==> src/sv/fir_pkg.sv <==
// ----------------------------------------------------------------------------
// fir_pkg
// Shared types and constants of the direct-form FIR filter.
// ----------------------------------------------------------------------------
package fir_pkg;

  localparam int MAX_TAPS   = 64;
  localparam int TAP_IDX_W  = $clog2(MAX_TAPS);
  localparam int TAP_CNT_W  = TAP_IDX_W + 1;
  localparam int SAMPLE_W   = 16;
  localparam int FUNC_W     = 2;
  localparam int NUM_TAPS_W = 7;
  localparam int SHIFT_W    = 5;
  localparam int CFG_IDX_W  = 1;
  localparam int CFG_DATA_W = 7;
  localparam int PROD_W     = 2 * SAMPLE_W;
  localparam int ACC_W      = PROD_W + TAP_CNT_W;

  // input function codes
  localparam logic [FUNC_W-1:0] FUNC_PUSH  = 2'd0;
  localparam logic [FUNC_W-1:0] FUNC_COEF  = 2'd1;
  localparam logic [FUNC_W-1:0] FUNC_CLEAR = 2'd2;

  // configuration register indexes
  localparam logic [CFG_IDX_W-1:0] CFG_NUM_TAPS     = 1'd0;
  localparam logic [CFG_IDX_W-1:0] CFG_RESULT_SHIFT = 1'd1;

  localparam logic [NUM_TAPS_W-1:0] NUM_TAPS_RST     = 7'd1;
  localparam logic [SHIFT_W-1:0]    RESULT_SHIFT_RST = 5'd15;

  typedef struct packed {
    logic [FUNC_W-1:0]           func;
    logic [TAP_IDX_W-1:0]        tap_index;
    logic signed [SAMPLE_W-1:0]  value;
  } fir_in_t;

  typedef struct packed {
    logic signed [SAMPLE_W-1:0]  sample_out;
    logic                        saturated;
  } fir_out_t;

  typedef struct packed {
    logic hist_we;
    logic hist_clr;
    logic coef_we;
    logic rd_en;
  } store_ctrl_t;

  typedef struct packed {
    logic clr;
    logic en;
  } mac_ctrl_t;

  typedef enum logic [3:0] {
    ST_IDLE  = 4'b0001,
    ST_RUN   = 4'b0010,
    ST_DRAIN = 4'b0100,
    ST_DONE  = 4'b1000
  } state_e;

endpackage

==> src/sv/fir_store.sv <==
// ----------------------------------------------------------------------------
// fir_store
// Sample history and coefficient memories with per-entry valid bits and
// registered read data.
// ----------------------------------------------------------------------------
module fir_store import fir_pkg::*; (
  input  logic                        clk_i,
  input  logic                        rst_ni,
  input  store_ctrl_t                 ctrl_i,
  input  logic [TAP_IDX_W-1:0]        hist_waddr_i,
  input  logic [TAP_IDX_W-1:0]        coef_waddr_i,
  input  logic signed [SAMPLE_W-1:0]  wdata_i,
  input  logic [TAP_IDX_W-1:0]        hist_raddr_i,
  input  logic [TAP_IDX_W-1:0]        coef_raddr_i,
  output logic signed [SAMPLE_W-1:0]  hist_rdata_o,
  output logic signed [SAMPLE_W-1:0]  coef_rdata_o,
  output logic                        rd_valid_o
);

  logic signed [SAMPLE_W-1:0] hist_mem [MAX_TAPS];
  logic signed [SAMPLE_W-1:0] coef_mem [MAX_TAPS];
  logic [MAX_TAPS-1:0]        hist_vld_q;
  logic [MAX_TAPS-1:0]        coef_vld_q;
  logic signed [SAMPLE_W-1:0] hist_rdata_q;
  logic signed [SAMPLE_W-1:0] coef_rdata_q;
  logic                       rd_valid_q;

  always_ff @(posedge clk_i) begin
    if (ctrl_i.hist_we) begin
      hist_mem[hist_waddr_i] <= wdata_i;
    end
    if (ctrl_i.coef_we) begin
      coef_mem[coef_waddr_i] <= wdata_i;
    end
  end

  // entries never written since reset (or, for the history, since a clear) read as zero
  always_ff @(posedge clk_i) begin
    if (ctrl_i.rd_en) begin
      hist_rdata_q <= hist_vld_q[hist_raddr_i] ? hist_mem[hist_raddr_i] : '0;
      coef_rdata_q <= coef_vld_q[coef_raddr_i] ? coef_mem[coef_raddr_i] : '0;
    end
  end

  always_ff @(posedge clk_i or negedge rst_ni) begin
    if (!rst_ni) begin
      hist_vld_q <= '0;
      coef_vld_q <= '0;
      rd_valid_q <= 1'b0;
    end else begin
      rd_valid_q <= ctrl_i.rd_en;
      if (ctrl_i.hist_clr) begin
        hist_vld_q <= '0;
      end else if (ctrl_i.hist_we) begin
        hist_vld_q[hist_waddr_i] <= 1'b1;
      end
      if (ctrl_i.coef_we) begin
        coef_vld_q[coef_waddr_i] <= 1'b1;
      end
    end
  end

  assign hist_rdata_o = hist_rdata_q;
  assign coef_rdata_o = coef_rdata_q;
  assign rd_valid_o   = rd_valid_q;

endmodule

==> src/sv/fir_mac.sv <==
// ----------------------------------------------------------------------------
// fir_mac
// Shared multiply-accumulate unit with output shift and saturation.
// ----------------------------------------------------------------------------
module fir_mac import fir_pkg::*; (
  input  logic                        clk_i,
  input  logic                        rst_ni,
  input  mac_ctrl_t                   ctrl_i,
  input  logic signed [SAMPLE_W-1:0]  coef_i,
  input  logic signed [SAMPLE_W-1:0]  sample_i,
  input  logic [SHIFT_W-1:0]          shift_i,
  output logic                        busy_o,
  output fir_out_t                    result_o
);

  localparam logic signed [ACC_W-1:0] SAT_HI = ACC_W'((1 << (SAMPLE_W - 1)) - 1);
  localparam logic signed [ACC_W-1:0] SAT_LO = -SAT_HI - ACC_W'(1);

  logic signed [PROD_W-1:0] prod_q;
  logic                     prod_v_q;
  logic signed [ACC_W-1:0]  acc_q;
  logic signed [ACC_W-1:0]  acc_d;
  logic signed [ACC_W-1:0]  shifted;

  always_ff @(posedge clk_i) begin
    if (ctrl_i.en) begin
      prod_q <= coef_i * sample_i;
    end
  end

  always_comb begin
    acc_d = acc_q;
    if (ctrl_i.clr) begin
      acc_d = '0;
    end else if (prod_v_q) begin
      acc_d = acc_q + ACC_W'(prod_q);
    end
  end

  always_ff @(posedge clk_i or negedge rst_ni) begin
    if (!rst_ni) begin
      prod_v_q <= 1'b0;
      acc_q    <= '0;
    end else begin
      prod_v_q <= ctrl_i.en;
      acc_q    <= acc_d;
    end
  end

  assign shifted = acc_q >>> shift_i;

  always_comb begin
    result_o.saturated  = 1'b0;
    result_o.sample_out = shifted[SAMPLE_W-1:0];
    if (shifted > SAT_HI) begin
      result_o.saturated  = 1'b1;
      result_o.sample_out = SAT_HI[SAMPLE_W-1:0];
    end else if (shifted < SAT_LO) begin
      result_o.saturated  = 1'b1;
      result_o.sample_out = SAT_LO[SAMPLE_W-1:0];
    end
  end

  assign busy_o = prod_v_q;

endmodule

==> src/sv/fir_filter_direct_form.sv <==
// Push: the input transfer writes the sample; the taps are then read from the store,
// multiplied and accumulated, and the result goes to the output register (with zero
// taps, without reads). The input stalls until then, so a new push waits for the single
// shared multiply-accumulate unit and any output-side stall. Coefficient write and
// history clear finish at their input transfer. Asynchronous active-low reset empties
// history and coefficients (valid bits) and sets num_taps to 1 and result_shift to 15.
// ----------------------------------------------------------------------------
// fir_filter_direct_form
// Direct-form FIR filter, one tap per cycle through a shared MAC unit.
// ----------------------------------------------------------------------------
module fir_filter_direct_form import fir_pkg::*; (
  input  logic                   clk_i,
  input  logic                   rst_ni,
  input  logic                   cfg_we_i,
  input  logic [CFG_IDX_W-1:0]   cfg_idx_i,
  input  logic [CFG_DATA_W-1:0]  cfg_data_i,
  input  logic                   in_valid_i,
  output logic                   in_stall_o,
  input  fir_in_t                in_data_i,
  output logic                   out_valid_o,
  input  logic                   out_stall_i,
  output fir_out_t               out_data_o
);

  state_e                  state_q, state_d;
  logic [NUM_TAPS_W-1:0]   num_taps_q;
  logic [SHIFT_W-1:0]      result_shift_q;
  logic [TAP_IDX_W-1:0]    hist_ptr_q, hist_ptr_d;
  logic [TAP_IDX_W-1:0]    pos_q, pos_d;
  logic [TAP_CNT_W-1:0]    k_q, k_d;
  logic [TAP_CNT_W-1:0]    taps_q, taps_d;
  logic [TAP_CNT_W-1:0]    taps_clamped;
  logic                    out_valid_q, out_valid_d;
  fir_out_t                out_data_q;
  logic                    in_xfer;
  logic                    out_load;
  store_ctrl_t             st_ctrl;
  mac_ctrl_t               mac_ctrl;
  logic signed [SAMPLE_W-1:0] hist_rdata;
  logic signed [SAMPLE_W-1:0] coef_rdata;
  logic                    rd_valid;
  logic                    mac_busy;
  fir_out_t                mac_result;

  assign in_stall_o = (state_q != ST_IDLE);
  assign in_xfer    = in_valid_i && !in_stall_o;

  assign taps_clamped = (num_taps_q > TAP_CNT_W'(MAX_TAPS)) ? TAP_CNT_W'(MAX_TAPS)
                                                            : num_taps_q;

  always_comb begin
    state_d     = state_q;
    hist_ptr_d  = hist_ptr_q;
    pos_d       = pos_q;
    k_d         = k_q;
    taps_d      = taps_q;
    out_load    = 1'b0;
    st_ctrl     = '0;
    mac_ctrl    = '0;
    case (state_q)
      ST_IDLE: begin
        if (in_xfer) begin
          if (in_data_i.func == FUNC_PUSH) begin
            st_ctrl.hist_we = 1'b1;
            mac_ctrl.clr    = 1'b1;
            pos_d           = hist_ptr_q;
            hist_ptr_d      = hist_ptr_q + 1'b1;
            k_d             = '0;
            taps_d          = taps_clamped;
            state_d         = (taps_clamped == '0) ? ST_DRAIN : ST_RUN;
          end else if (in_data_i.func == FUNC_COEF) begin
            st_ctrl.coef_we = 1'b1;
          end else if (in_data_i.func == FUNC_CLEAR) begin
            st_ctrl.hist_clr = 1'b1;
            hist_ptr_d       = '0;
          end
        end
      end
      ST_RUN: begin
        // one tap read per cycle, walking the history backward
        st_ctrl.rd_en = 1'b1;
        k_d           = k_q + 1'b1;
        pos_d         = pos_q - 1'b1;
        if (k_q == taps_q - 1'b1) begin
          state_d = ST_DRAIN;
        end
      end
      ST_DRAIN: begin
        if (!rd_valid && !mac_busy) begin
          state_d = ST_DONE;
        end
      end
      ST_DONE: begin
        if (!out_valid_q || !out_stall_i) begin
          out_load = 1'b1;
          state_d  = ST_IDLE;
        end
      end
      default: begin
        state_d = ST_IDLE;
      end
    endcase
    mac_ctrl.en = rd_valid;
  end

  always_comb begin
    out_valid_d = out_valid_q;
    if (out_load) begin
      out_valid_d = 1'b1;
    end else if (out_valid_q && !out_stall_i) begin
      out_valid_d = 1'b0;
    end
  end

  always_ff @(posedge clk_i or negedge rst_ni) begin
    if (!rst_ni) begin
      state_q        <= ST_IDLE;
      num_taps_q     <= NUM_TAPS_RST;
      result_shift_q <= RESULT_SHIFT_RST;
      hist_ptr_q     <= '0;
      pos_q          <= '0;
      k_q            <= '0;
      taps_q         <= '0;
      out_valid_q    <= 1'b0;
    end else begin
      state_q     <= state_d;
      hist_ptr_q  <= hist_ptr_d;
      pos_q       <= pos_d;
      k_q         <= k_d;
      taps_q      <= taps_d;
      out_valid_q <= out_valid_d;
      if (cfg_we_i) begin
        if (cfg_idx_i == CFG_NUM_TAPS) begin
          num_taps_q <= cfg_data_i[NUM_TAPS_W-1:0];
        end else if (cfg_idx_i == CFG_RESULT_SHIFT) begin
          result_shift_q <= cfg_data_i[SHIFT_W-1:0];
        end
      end
    end
  end

  always_ff @(posedge clk_i) begin
    if (out_load) begin
      out_data_q <= mac_result;
    end
  end

  fir_store u_store (
    .clk_i        (clk_i),
    .rst_ni       (rst_ni),
    .ctrl_i       (st_ctrl),
    .hist_waddr_i (hist_ptr_q),
    .coef_waddr_i (in_data_i.tap_index),
    .wdata_i      (in_data_i.value),
    .hist_raddr_i (pos_q),
    .coef_raddr_i (k_q[TAP_IDX_W-1:0]),
    .hist_rdata_o (hist_rdata),
    .coef_rdata_o (coef_rdata),
    .rd_valid_o   (rd_valid)
  );

  fir_mac u_mac (
    .clk_i    (clk_i),
    .rst_ni   (rst_ni),
    .ctrl_i   (mac_ctrl),
    .coef_i   (coef_rdata),
    .sample_i (hist_rdata),
    .shift_i  (result_shift_q),
    .busy_o   (mac_busy),
    .result_o (mac_result)
  );

  assign out_valid_o = out_valid_q;
  assign out_data_o  = out_data_q;

endmodule

==> config.mk <==
export PLATFORM = sky130hd
export DESIGN_NAME = fir_filter_direct_form
export DESIGN_NICKNAME = d
export VERILOG_FILES = /design/src/sv/fir_pkg.sv /design/src/sv/fir_store.sv /design/src/sv/fir_mac.sv /design/src/sv/fir_filter_direct_form.sv
export SDC_FILE = /design/constraint.sdc
export NUM_CORES = 2
export LEC_CHECK = 0
export ABC_AREA = 1
export BUFFER_PORTS_ARGS = -buffer_cell sky130_fd_sc_hd__buf_4
export CAP_MARGIN = 20
export CORE_ASPECT_RATIO = 0.8
export CORE_MARGIN = 1
export CORE_UTILIZATION = 60
export DETAILED_ROUTE_END_ITERATION = 16
export GPL_TIMING_DRIVEN = 0
export PLACE_DENSITY = 0.76
export REMOVE_ABC_BUFFERS = 1
export SKIP_LAST_GASP = 1
export SYNTH_ARGS = -nofsm -noshare
export SYNTH_HDL_FRONTEND = slang
export SYNTH_SLANG_ARGS = --single-unit
==> constraint.sdc <==
create_clock -name clk_i -period 6.37 [get_ports clk_i]
set_input_delay 0.3185 -clock clk_i [delete_from_list [all_inputs] [get_ports clk_i]]
set_output_delay 0.3185 -clock clk_i [all_outputs]
set_load 0.01 [all_outputs]
==> results.cfg <==
[timing]
relSlewSlack_pct = 18.2
finalCritPeriodShare_pct = 96.5
max_slew_violation_total_from_the_final_report = 0
worst-slew-pin-transition_ns = 1.22
post-route-min-period_ns = 6.15
fin_worst_skew_ns = 0.117
max_clock_freq_mhz = 163
worst_slack_ns = 0.223
tns_ns = 0
setup_viol_count_final = 0
timing.final.hold_violations = 0

[finish]
multi_input_comb_area_sq_um = 33100
seqCellArea_sq_um = 69300
fillerInstances = 12000
layout-drive-gt1-share_pct = 9.52
final_common_cell = sky130_fd_sc_hd__edfxtp_1
layout.cells.most_common_list = 2129 x sky130_fd_sc_hd__edfxtp_1, 1329 x sky130_fd_sc_hd__nor2_1, 1317 x sky130_fd_sc_hd__o21ai_0
syn2layout_area_growth_pct = 12.2
design.final.nets = 9737
final_design_utilization_pct = 67.8

[placed_design]
port_buffers = 55
hpwlAfterDp_microns = 176000
pre_cts_slack_ns = -0.293
gp_routability_congestion = 0.941

[critical_path]
reg2reg_depth = 18
worst-endpoint-arrival_ns = 6.67
worst_r2r_endpoint = u_mac.prod_q[28]
rr_startpoint = u_store.hist_rdata_o[13]
critical_path_class = reg2reg
setup.worst_path.end_class = register
setup.worst_path.start_class = register
timing.reg2reg.setup_slack_ns = 0.22
critical_path_required_ns = 6.90
critical_path_peak_fanout = 16

[drt]
vias_per_cell = 6.37
dr_total_vias = 75800
detailedRoute.firstPassIterationCount = 7
routed_wl_microns = 289000
wire_per_inst_microns = 24.3
drt_iter0_drc = 10900
detail_route.drc_violations = 0
route.antenna.remaining_nets = 0

[logic_synthesis]
syn_area_per_cell_sq_um = 11.5
synth.distinct_cells = 52
yosysWarnings = 0
postSynthCellCount = 9351
fraction_of_the_yosys_area_taken_by_sequential_cells_pct = 64.6
syn_area_sq_um = 107000
synth_seq_cells = 2341

[cts]
htree_num_levels = 4
cts_made_buffers = 214
tritoncts = built
cts.clk_slew.worst_paths_ns = 0.06
clock_insertion_delay_worst_skew_ns = 0.90
cts_max_path_buffers = 3
master_cell_of_the_clock_root_buffer = sky130_fd_sc_hd__clkbuf_16
clock_sinks = 2341

[floorplan]
die_x_microns = 474
pin_count = 56
die_y_microns = 380
num_rows = 138
start_util_pct = 60.5
core_area_sq_um = 177000
fp.dieArea_sq_um = 180000

[min_path]
min_path_cells = 1
hold_path.startpoint = in_data_i[11]
timing.hold.worst_endpoint = u_store.hist_mem[23][11]
hold_path_class = in2reg

[global_routing]
grt_first_pass_wirelength_microns = 433000
first_global_vias = 72600
grt_util_all_layers_pct = 31.6
number_of_antenna_violations_at_the_first_check_in_global_routing = 5
pin_count_of_the_biggest_net_entering_global_routing = 177
grt.overflow.total = 0

[status]
run_status = finished, final reports clean

[flow_run]
drv.max_cap_violation_count = 0
flip-flops by register name (all words and copies together), names as in the netlist, 17 cells and up:
| signal | count |
|---|---|
| u_store.coef_mem | 1024 |
| u_mac.acc_q | 39 |
| u_store.hist_vld_q | 64 |
| u_mac.prod_q | 32 |
| u_store.coef_vld_q | 64 |
| u_store.hist_mem | 1024 |
| out_data_o | 17 |
cell usage after synthesis (all sizes together):
library cell	count	area, sq um
dfstp	6	158
xnor2	25	219
ha	124	1550
a22o	1	8.76
a21oi	186	931
nor2	1463	5500
clkbuf	409	1540
edfxtp	2129	63900
o211ai	161	1210
fa	263	5270
a221oi	1	8.76
mux2	1	11.3
o21ai	1349	6760
o21a	53	398
o31ai	3	22.5
mux2i	2	20.0
and3	8	50.1
or2	38	238
o21bai	15	113
nor4	5	37.5
nand2	1029	3990
o22ai	385	2410
a21boi	7	52.6
a31oi	23	144
nand4	15	93.8
dfrtp	206	5150
o221ai	111	972
nand3	417	2260
a211oi	4	30.0
clkinv	3	11.3
buf	185	1090
nor3	29	150
xor2	27	236
a21o	10	75.1
inv	658	2480
worst max path at each step:
stage	cells after the start	startpoint	endpoint
after floorplan	11	pos_q[0]	u_store.hist_rdata_o[0]
after global placement	11	pos_q[0]	u_store.hist_rdata_o[15]
after detailed placement	18	u_store.hist_rdata_o[1]	u_mac.prod_q[31]
after CTS	18	u_store.hist_rdata_o[3]	u_mac.prod_q[29]
after global routing	18	u_store.hist_rdata_o[13]	u_mac.prod_q[28]
final	18	u_store.hist_rdata_o[13]	u_mac.prod_q[28]
through the flow:
stage          hold WS, ns  std cells  area (sq um)
5_1_grt             0.0242      11900        120000
3_5_place_dp         0.149      11400        112000
2_1_floorplan       0.0229       8757        104000
4_1_cts            0.00237      11800        120000
3_3_place_gp         0.438      11200        108000
6_report           0.00814      11900        120000
worst max-delay path, cell delays in order (launching register included):
cell,delay [ns]
sky130_fd_sc_hd__edfxtp_1,0.79
sky130_fd_sc_hd__nand2_1,0.18
sky130_fd_sc_hd__fa_1,0.54
sky130_fd_sc_hd__fa_1,0.50
sky130_fd_sc_hd__inv_1,0.05
sky130_fd_sc_hd__fa_1,0.50
sky130_fd_sc_hd__fa_1,0.44
sky130_fd_sc_hd__fa_1,0.50
sky130_fd_sc_hd__inv_1,0.05
sky130_fd_sc_hd__fa_1,0.47
sky130_fd_sc_hd__inv_1,0.04
sky130_fd_sc_hd__ha_1,0.32
sky130_fd_sc_hd__a21oi_1,0.26
sky130_fd_sc_hd__o21ai_0,0.17
sky130_fd_sc_hd__a31oi_2,0.25
sky130_fd_sc_hd__nand3_1,0.27
sky130_fd_sc_hd__a21oi_2,0.24
sky130_fd_sc_hd__o21ai_0,0.12
sky130_fd_sc_hd__xor2_1,0.16
cells by family (layout without fill, tap and decap cells):
kind of cell               count (synthesis)  after routing  synth area share (%)
muxes                                      3              3                0.0292
adders and majority gates                387            387                  6.36
and+or+nand+nor                         3004           3004                  11.5
DFF                                     2341           2341                  64.6
other                                      0              2                     0
AOI/OAI and AO/OA                       2309           2309                  12.3
xor gates and xnor gates                  52             52                 0.425
buffers and inverters                   1255           1407                  4.78
area by class of cell:
cell class	count	area share (%)
flip-flops and latches	2341	57.7
multi-input cells	5755	27.6
clock buffers	287	4.79
repair buffers	340	4.34
well taps	2380	2.48
inverters	661	2.11
clock inverters	119	1.04
diodes	2	0.00417
per-layer routing:
metal / routed length (microns) / GRT usage (%)
met1: 112000 / 45.4
met2: 132000 / 47.6
met3: 36200 / 7.61
met4: 9580 / 10.7
met5: 27 / 0
repair_timing:
action / CTS / global route
setup buffers: 29 / 38
hold buffers: 30 / 0
pin swaps: 0 / 1
endpoints found under the setup margin: 7 / 10
hold endpoints to repair: 486 / 0
gates resized for setup: 2 / 9
Power is not shown: default switching activity piles up to over one toggle a cycle in this logic, so the estimate is an artifact.
